`config.mk`:
```
export PLATFORM = sky130hd
export DESIGN_NAME = bitmap_page_allocator
export DESIGN_NICKNAME = d
export VERILOG_FILES = /design/src/design/bpa_pkg.sv /design/src/design/bpa_ram.sv /design/src/design/bpa_byte_scan.sv /design/src/design/bitmap_page_allocator.sv
export VERILOG_INCLUDE_DIRS = /design/src /design/src/design
export SDC_FILE = /design/constraint.sdc
export NUM_CORES = 2
export LEC_CHECK = 0
export BUFFER_PORTS_ARGS = -buffer_cell sky130_fd_sc_hd__buf_2
export CAP_MARGIN = 20
export CORE_AREA = 2 2 881 664
export CTS_BUF_LIST = sky130_fd_sc_hd__clkbuf_2
export DETAILED_ROUTE_END_ITERATION = 8
export DIE_AREA = 0 0 883 666
export PLACE_DENSITY = 0.5
export SYNTH_ARGS = -nofsm -noshare
export SYNTH_HDL_FRONTEND = slang
export SYNTH_SLANG_ARGS = --single-unit
```
`constraint.sdc`:
```
create_clock -name clk -period 21.4 [get_ports clk]
set_input_delay 4.28 -clock clk [delete_from_list [all_inputs] [get_ports clk]]
set_output_delay 4.28 -clock clk [all_outputs]
set_load 0.1 [all_outputs]
```
`src/design/assert_macros.svh`:
```
// Assertion macros shared by the page allocator RTL.
// Every macro expects clk and arst_n in the scope where it is used.
`ifndef ASSERT_MACROS_SVH
`define ASSERT_MACROS_SVH

// Same-cycle implication, disabled during reset
`define BPA_ASSERT(label, ante, cons, msg) \
	label: assert property (@(posedge clk) disable iff (!arst_n) (ante) |-> (cons)) \
		else $error(msg);

// Next-cycle implication, disabled during reset
`define BPA_ASSERT_NEXT(label, ante, cons, msg) \
	label: assert property (@(posedge clk) disable iff (!arst_n) (ante) |=> (cons)) \
		else $error(msg);

`endif

```
`src/design/bpa_pkg.sv`:
```
// Package for the bitmap page allocator: sizes, action codes, scan result type.
// No dependencies; used by bpa_byte_scan and bitmap_page_allocator.
`default_nettype none

package bpa_pkg;

	// Sizing
	localparam int NUM_PAGES  = 4096;
	localparam int PAGE_SHIFT = 12;
	localparam int ADDR_W     = 24;
	localparam int COUNT_W    = 13;
	localparam int BB_W       = 10;
	localparam int MAP_BYTES  = NUM_PAGES / 8;
	localparam int MAP_AW     = $clog2(MAP_BYTES);
	localparam int PG_W       = $clog2(NUM_PAGES);
	localparam int FRAME_W    = ADDR_W - PAGE_SHIFT;
	localparam int LIM_W      = PG_W + 1;

	localparam logic [7:0] BYTE_FULL = 8'hFF;

	// Action codes
	localparam logic [1:0] ACT_ALLOC   = 2'd0;
	localparam logic [1:0] ACT_RUN     = 2'd1;
	localparam logic [1:0] ACT_FREE    = 2'd2;
	localparam logic [1:0] ACT_RESERVE = 2'd3;

	// Result of scanning one bitmap byte for a free run
	typedef struct packed {
		logic               found;
		logic [2:0]         end_bit;
		logic [COUNT_W-1:0] run;
	} scan_res_t;

	// Byte mask with bits lo..hi set
	function automatic logic [7:0] byte_mask(input logic [2:0] lo, input logic [2:0] hi);
		logic [7:0] m;
		m = '0;
		for (int b = 0; b < 8; b++) begin
			m[b] = (3'(b) >= lo) && (3'(b) <= hi);
		end
		return m;
	endfunction

endpackage

`default_nettype wire

```
`src/design/bpa_ram.sv`:
```
// Generic single-write, single-read synchronous RAM with registered read data.
// No dependencies; holds the page bitmap.
`default_nettype none

module bpa_ram #(
	parameter int DEPTH = 512,
	parameter int WIDTH = 8,
	parameter int AW    = $clog2(DEPTH)
) (
	input  wire logic             clk,
	input  wire logic             wr_en,
	input  wire logic [AW-1:0]    wr_addr,
	input  wire logic [WIDTH-1:0] wr_data,
	input  wire logic             rd_en,
	input  wire logic [AW-1:0]    rd_addr,
	output logic      [WIDTH-1:0] rd_data
);

	logic [WIDTH-1:0] mem [DEPTH];

	// Write port
	always_ff @(posedge clk) begin
		if (wr_en) begin
			mem[wr_addr] <= wr_data;
		end
	end

	// Read port, registered
	always_ff @(posedge clk) begin
		if (rd_en) begin
			rd_data <= mem[rd_addr];
		end
	end

endmodule

`default_nettype wire

```
`src/design/bpa_byte_scan.sv`:
```
// Run counter over one bitmap byte: extends the free-page run bit by bit.
// Depends on bpa_pkg.
`default_nettype none

module bpa_byte_scan
	import bpa_pkg::*;
(
	input  wire logic [7:0]         data,
	input  wire logic [COUNT_W-1:0] run_in,
	input  wire logic [COUNT_W-1:0] count,
	output scan_res_t               res
);

	// Walk the eight pages low to high; stop at the first bit that completes the run
	always_comb begin
		logic [COUNT_W-1:0] run;
		logic               found;
		logic [2:0]         eb;
		run   = run_in;
		found = 1'b0;
		eb    = '0;
		for (int b = 0; b < 8; b++) begin
			if (!found) begin
				if (data[b]) begin
					run = '0;
				end else begin
					run = run + 1'b1;
					if (run == count) begin
						found = 1'b1;
						eb    = 3'(b);
					end
				end
			end
		end
		res.found   = found;
		res.end_bit = eb;
		res.run     = run;
	end

endmodule

`default_nettype wire

```
`src/design/bitmap_page_allocator.sv`:
```
// Bitmap first-fit page allocator top level: sequencer, bitmap RAM, byte scanner.
// Depends on bpa_pkg, bpa_ram, bpa_byte_scan and assert_macros.svh.
//
// After reset the block fills the whole bitmap with "used" and holds busy
// high meanwhile. A request is taken when start is high and busy is low;
// busy then stays high until the result strobe done, which lasts exactly
// one cycle and cannot be stalled. An allocation reads the bitmap one byte per
// cycle from byte 0 until it finds the page or run, then marks the run through
// a read-modify-write of the bitmap RAM and returns the result.
// An allocation that finds nothing fails after scanning all bytes in use.
// Free and reserve mark the single page at the address; a request that fails
// at once (zero count, address out of range) leaves the bitmap untouched.
`default_nettype none
`include "assert_macros.svh"

module bitmap_page_allocator
	import bpa_pkg::*;
(
	input  wire logic               clk,
	input  wire logic               arst_n,
	input  wire logic               start,
	output logic                    busy,
	input  wire logic [1:0]         action,
	input  wire logic [ADDR_W-1:0]  address,
	input  wire logic [COUNT_W-1:0] count,
	input  wire logic               bitmap_bytes_we,
	input  wire logic [BB_W-1:0]    bitmap_bytes,
	output logic                    done,
	output logic                    ok,
	output logic      [ADDR_W-1:0]  page_address
);

	typedef enum logic [2:0] {
		ST_INIT,
		ST_IDLE,
		ST_SCAN,
		ST_MARK,
		ST_FAIL
	} state_t;

	state_t             state_q;
	logic [BB_W-1:0]    bitmap_bytes_q;
	logic [MAP_AW-1:0]  clr_q;
	logic [BB_W-1:0]    idx_q;
	logic               pv_s1;
	logic [MAP_AW-1:0]  bi_s1;
	logic [COUNT_W-1:0] run_q;
	logic [COUNT_W-1:0] count_q;
	logic [PG_W-1:0]    start_q;
	logic [PG_W-1:0]    end_q;
	logic               set_q;
	logic               alloc_q;
	logic               done_q;
	logic               ok_q;
	logic [ADDR_W-1:0]  page_address_q;

	logic [BB_W-1:0]    lim_bytes;
	logic [LIM_W-1:0]   lim_pages;
	logic [FRAME_W-1:0] frame;
	logic               in_range;
	logic [COUNT_W-1:0] req_count;
	logic [MAP_AW-1:0]  sb;
	logic [MAP_AW-1:0]  eb;
	logic               rd_en;
	logic [7:0]         rd_data;
	logic               wr_en;
	logic [MAP_AW-1:0]  wr_addr;
	logic [7:0]         wr_data;
	logic [7:0]         mask;
	logic [7:0]         mod_data;
	scan_res_t          scan;
	logic [PG_W-1:0]    hit_end;
	logic [COUNT_W-1:0] hit_start;
	logic [PG_W+PAGE_SHIFT-1:0] start_addr;

	// Bytes and pages in use, saturated to the storage size
	assign lim_bytes = (bitmap_bytes_q > BB_W'(MAP_BYTES)) ? BB_W'(MAP_BYTES) : bitmap_bytes_q;
	assign lim_pages = LIM_W'({lim_bytes, 3'b000});
	assign frame     = address[ADDR_W-1:PAGE_SHIFT];
	assign in_range  = LIM_W'(frame) < lim_pages;
	assign req_count = (action == ACT_ALLOC) ? COUNT_W'(1) : count;

	// Byte span of the run being marked
	assign sb = start_q[PG_W-1:3];
	assign eb = end_q[PG_W-1:3];

	// Read issue: scan up to the limit, or walk the run bytes
	always_comb begin
		rd_en = 1'b0;
		case (state_q)
			ST_SCAN: rd_en = idx_q < lim_bytes;
			ST_MARK: rd_en = idx_q <= BB_W'(eb);
			default: rd_en = 1'b0;
		endcase
	end

	// Read-modify-write of the byte returned this cycle
	assign mask     = byte_mask((bi_s1 == sb) ? start_q[2:0] : 3'd0,
		(bi_s1 == eb) ? end_q[2:0] : 3'd7);
	assign mod_data = set_q ? (rd_data | mask) : (rd_data & ~mask);

	// Write port: fill after reset, else write back marked byte
	assign wr_en   = (state_q == ST_INIT) || ((state_q == ST_MARK) && pv_s1);
	assign wr_addr = (state_q == ST_INIT) ? clr_q : bi_s1;
	assign wr_data = (state_q == ST_INIT) ? BYTE_FULL : mod_data;

	bpa_ram #(
		.DEPTH (MAP_BYTES),
		.WIDTH (8)
	) u_ram (
		.clk     (clk),
		.wr_en   (wr_en),
		.wr_addr (wr_addr),
		.wr_data (wr_data),
		.rd_en   (rd_en),
		.rd_addr (idx_q[MAP_AW-1:0]),
		.rd_data (rd_data)
	);

	bpa_byte_scan u_scan (
		.data   (rd_data),
		.run_in (run_q),
		.count  (count_q),
		.res    (scan)
	);

	// Run end and start pages when the scan hits
	assign hit_end    = {bi_s1, scan.end_bit};
	assign hit_start  = COUNT_W'({1'b0, hit_end}) + COUNT_W'(1) - count_q;
	assign start_addr = {start_q, PAGE_SHIFT'(0)};

	// Sequencer and result registers
	always_ff @(posedge clk or negedge arst_n) begin
		if (!arst_n) begin
			state_q        <= ST_INIT;
			bitmap_bytes_q <= BB_W'(MAP_BYTES);
			clr_q          <= '0;
			idx_q          <= '0;
			pv_s1          <= 1'b0;
			bi_s1          <= '0;
			run_q          <= '0;
			count_q        <= '0;
			start_q        <= '0;
			end_q          <= '0;
			set_q          <= 1'b0;
			alloc_q        <= 1'b0;
			done_q         <= 1'b0;
			ok_q           <= 1'b0;
			page_address_q <= '0;
		end else begin
			done_q <= 1'b0;
			if (bitmap_bytes_we) begin
				bitmap_bytes_q <= bitmap_bytes;
			end
			pv_s1 <= rd_en;
			if (rd_en) begin
				idx_q <= idx_q + 1'b1;
				bi_s1 <= idx_q[MAP_AW-1:0];
			end
			case (state_q)
				ST_INIT: begin
					clr_q <= clr_q + 1'b1;
					if (clr_q == MAP_AW'(MAP_BYTES - 1)) begin
						state_q <= ST_IDLE;
					end
				end
				ST_IDLE: begin
					if (start) begin
						pv_s1 <= 1'b0;
						if ((action == ACT_ALLOC) || (action == ACT_RUN)) begin
							count_q <= req_count;
							set_q   <= 1'b1;
							alloc_q <= 1'b1;
							run_q   <= '0;
							idx_q   <= '0;
							state_q <= (req_count == '0) ? ST_FAIL : ST_SCAN;
						end else begin
							start_q <= frame[PG_W-1:0];
							end_q   <= frame[PG_W-1:0];
							idx_q   <= BB_W'(frame[PG_W-1:3]);
							set_q   <= (action == ACT_RESERVE);
							alloc_q <= 1'b0;
							state_q <= in_range ? ST_MARK : ST_FAIL;
						end
					end
				end
				ST_SCAN: begin
					if (pv_s1) begin
						run_q <= scan.run;
					end
					if (pv_s1 && scan.found) begin
						start_q <= hit_start[PG_W-1:0];
						end_q   <= hit_end;
						idx_q   <= BB_W'(hit_start[PG_W-1:3]);
						pv_s1   <= 1'b0;
						state_q <= ST_MARK;
					end else if (!pv_s1 && (idx_q >= lim_bytes)) begin
						state_q <= ST_FAIL;
					end
				end
				ST_MARK: begin
					if (pv_s1 && (bi_s1 == eb)) begin
						done_q         <= 1'b1;
						ok_q           <= 1'b1;
						page_address_q <= alloc_q ? ADDR_W'(start_addr) : '0;
						state_q        <= ST_IDLE;
					end
				end
				ST_FAIL: begin
					done_q         <= 1'b1;
					ok_q           <= 1'b0;
					page_address_q <= '0;
					state_q        <= ST_IDLE;
				end
				default: state_q <= ST_IDLE;
			endcase
		end
	end

	assign busy         = (state_q != ST_IDLE);
	assign done         = done_q;
	assign ok           = ok_q;
	assign page_address = page_address_q;

	// Checks
	`BPA_ASSERT_NEXT(a_accept_busy, start && !busy, busy, "request accepted but busy not raised")
	`BPA_ASSERT_NEXT(a_done_idle, done && !start, !busy, "still busy after result strobe")
	`BPA_ASSERT(a_wr_state, wr_en, (state_q == ST_INIT) || (state_q == ST_MARK), "bitmap written outside fill or mark")
	`BPA_ASSERT(a_wr_span, wr_en && (state_q == ST_MARK), (bi_s1 >= sb) && (bi_s1 <= eb), "mark write outside run bytes")
	`BPA_ASSERT(a_fail_addr, done && !ok, page_address == '0, "failed request returned an address")

endmodule

`default_nettype wire
```
==> impl_metrics.toml <==
[power]
internal_power_mw = 15.38
p_leak_nw = 58.56
power.share.combinational_pct = 36.9
max-vdd-ir-drop_mv = 0.1162
power_density_nw_per_um2 = 130.0
power.net_switching_mw = 9.459
power.switching_fraction_pct = 38.09
pwr-share-clk_pct = 20.3
power.share.sequential_pct = 42.8

[global_route]
first_global_vias = 93060
grt_util_all_layers_pct = 16.48
maximum_number_of_pins_on_one_net_before_global_route_repair = 209
grt_first_pass_wirelength_um = 703200
grt_overflow_total = 0
initial_antenna_violation_count = 63

[worst_setup_path]
setup.worst_path.class = "reg2reg"
critPathCaptureType = "flop"
worstPathRequired_ns = 23.31
crit_start = "run_q[0]$_DFFE_PN0P_"
crit_path_max_fanout = 29
crit_arrival_ns = 19.33
worst_path_largest_cell_delay_ns = 0.66
crit_top_cell = "sky130_fd_sc_hd__ha_1"
crit-reg2reg-launch = "run_q[0]$_DFFE_PN0P_"
slowest_stage = "sky130_fd_sc_hd__nor4_1"
critical_path.startpoint_type = "flop"
ff2ff_setup_slack_ns = 3.98

[place]
globalplace.congestion = 0.8111
place_inst = 16320
hpwl_detailed_um = 298300
numPortBuffers = 55
placement.setup.worst_slack_ns = 4.412

[synth]
synthDominantAreaCellType = "sky130_fd_sc_hd__edfxtp_1"
synthesis.instances = 8951
yosys_register_bits = 4212
yosys_most_used_dff = "sky130_fd_sc_hd__edfxtp_1"
asyncSetResetFlopFracSynth_pct = 2.564
synth_warnings = 0
area_contributors_post_synth = "sky130_fd_sc_hd__edfxtp_1, sky130_fd_sc_hd__mux4_2, sky130_fd_sc_hd__dfrtp_1"
syn_area_um2 = 173400
count_of_different_cell_masters_after_synthesis = 129
synth-edff-count = 4104
synth_top_area_share_pct = 71.07
syn_area_per_cell_um2 = 19.37
synth.yosys.seq_area_share_pct = 72.63

[sta]
hold-worst-slack_ns = 0.5078
fin_ws_ns = 3.980
finalWorstPathRequiredPeriod_ns = 17.42
report.final.slew_viol_count = 0
setup-violations-final = 0
tightest_slew_ns = 1.310
post-route-period-util_pct = 81.40
rsz0062_at_grt = "no"
max_clock_freq_mhz = 57.41
total_neg_setup_slack_ns = 0
final-hold-violation-count = 0
timing.slew.headroom_pct = 12.70
finClkSkew_ns = 0.2406

[die]
die_x_um = 883
rows = 243
die_h_um = 666
core_region_area_um2 = 580700
design.portCount = 80
design.die.area_um2 = 588100
initial_utilization_pct = 29.86

[flow_run]
max_cap_viol_count = 0

[cts]
tritoncts.num_buffers = 927
post_cts.resized_instances = 0
post_cts_setup_buffers = 0
cts_hold_buf = 0
clk-insertion-delay-late_ns = 2.11
h_tree_lvls = 6
tritoncts = "built"
max-clock-path-buffers = 4
tritoncts_num_sinks = 4212
clkTransAtPathRegs_ns = 0.12
clk_root_buffer_cell = "sky130_fd_sc_hd__clkbuf_2"

[finish]
final_core_utilization_pct = 32.91
synthToLayoutAreaGrowth_pct = 10.20
layout-drive-gt1-share_pct = 29.34
nNetsFinal = 9651
layout.cells.non_filler = 17950

[detailed_routing]
drt_wl_total_um = 500400
routed-wl-met3_um = 43030
topRoutingLayerUsed = "met5"
vias = 93690
detail-route-antenna-nets = 0
drt_first_iter_violations = 11490
wl_per_cell_um = 27.87
met2_wirelength_um = 217700
drc_errors = 0
met1_length_um = 229700
first_pass_iters = 6
avgViaCountPerCell = 5.219

[hold_path]
timing.hold.worst.start = "page_address[18]$_DFFE_PN0P_"
worst_hold_path_type = "reg2reg"

[outcome]
outcome = "finished clean"
[synth_stat cells (all sizes together), types with 39 or more instances]
cell and number:
a31oi 81, xor2 40, xnor2 158, a21oi 169, nor3 75, clkbuf 379
mux4 1160, nand2 393, o21ai 112, nand4 39, a211oi 45, o22ai 74
buf 204, edfxtp 4104, dfrtp 107, nor4 46, nand3 68, ha 59
inv 60, nor2 684, o221ai 113, mux2i 261
[cell usage in the layout, fill, tap and decap left out, drive strengths merged, types with 46 or more instances in the layout]
cell,n
dfrtp,107
nand3,68
o21ai,112
nor2,684
nor4,46
xnor2,158
a31oi,81
nor3,75
clkinv,204
nand2,393
inv,82
ha,59
o221ai,113
clkbuf,1376
o22ai,74
mux4,1160
mux2i,261
buf,230
edfxtp,4104
a21oi,169
[final timing paths]
path | to | cells after the start
max reg2reg | idx_q[8]$_DFF_PN0_ | 64
max in group asynchronous | end_q[1]$_DFFE_PN0P_ | 2
min reg2reg | page_address[18]$_DFFE_PN0P_ | 1
min in group asynchronous | start_q[8]$_DFFE_PN0P_ | 1
min | page_address[18]$_DFFE_PN0P_ | 1
max | idx_q[8]$_DFF_PN0_ | 64
[final cells by class]
class | count | area (µm²)
Fill cell | 55560 | 389600
Sequential cell | 4212 | 126000
Multi-Input combinational cell | 4100 | 45120
Tap cell | 7717 | 9656
Clock buffer | 1376 | 6887
Timing Repair Buffer | 230 | 1892
Clock inverter | 234 | 1276
Inverter | 67 | 261.5
Antenna cell | 17 | 42.54
[critical path, delay by kind of cell (launching register included)]
family	cells	cell delay, ns
simple gates	22	7.35
flops	1	0.54
buf+inv	6	1.01
compound gates	22	4.66
mux	3	0.63
xor+xnor	4	0.68
fa+ha+maj	7	2.43
[kinds of logic after synthesis]
| kind of cell | Yosys count | share of synthesized area [%] |
|---|---|---|
| adders and majority gates | 60 | 0.4372 |
| muxes | 1453 | 16.79 |
| buffers and inverters | 650 | 1.507 |
| xor gates and xnor gates | 201 | 1.056 |
| DFF | 4212 | 72.63 |
| other | 1 | 0.002162 |
| AOI/OAI and AO/OA | 860 | 3.569 |
| and+or+nand+nor | 1514 | 4.010 |
[per-stage QoR]
stage / area [µm²] / total power [mW]
final: 191100 / 24.84
after global routing: 191100 / 25.92
after CTS: 191000 / 25.09
after detailed placement: 182800 / 20.07
after global placement: 182800 / 19.93
after floorplan: 173500 / 17.00
[power groups by stage]
stage	clock, mW	combinational [mW]	sequential [mW]
after global routing	5.58	9.70	10.6
after floorplan	0	5.47	11.5
after CTS	5.20	9.28	10.6
after detailed placement	0	9.26	10.8
after global placement	0	9.14	10.8
final	5.04	9.17	10.6
[sequential cells by signal, summed over array words and instances (netlist names)]
signal	flops
ok	1
run_q	13
bi_s1	9
page_address	12
clr_q	9
u_ram.rd_data	8
pv_s1	1
idx_q	10
end_q	12
done	1
alloc_q	1
bitmap_bytes_q	10
u_ram.mem	4096
start_q	12
state_q	3
set_q	1
count_q	13
[metal layers]
layer,up-vias,GRT usage [%]
met5,-,0
met4,30,3.764
met3,711,3.350
met2,4385,24.04
met1,49930,25.26
li1,38640,-
(Power assumes the default switching activity.)
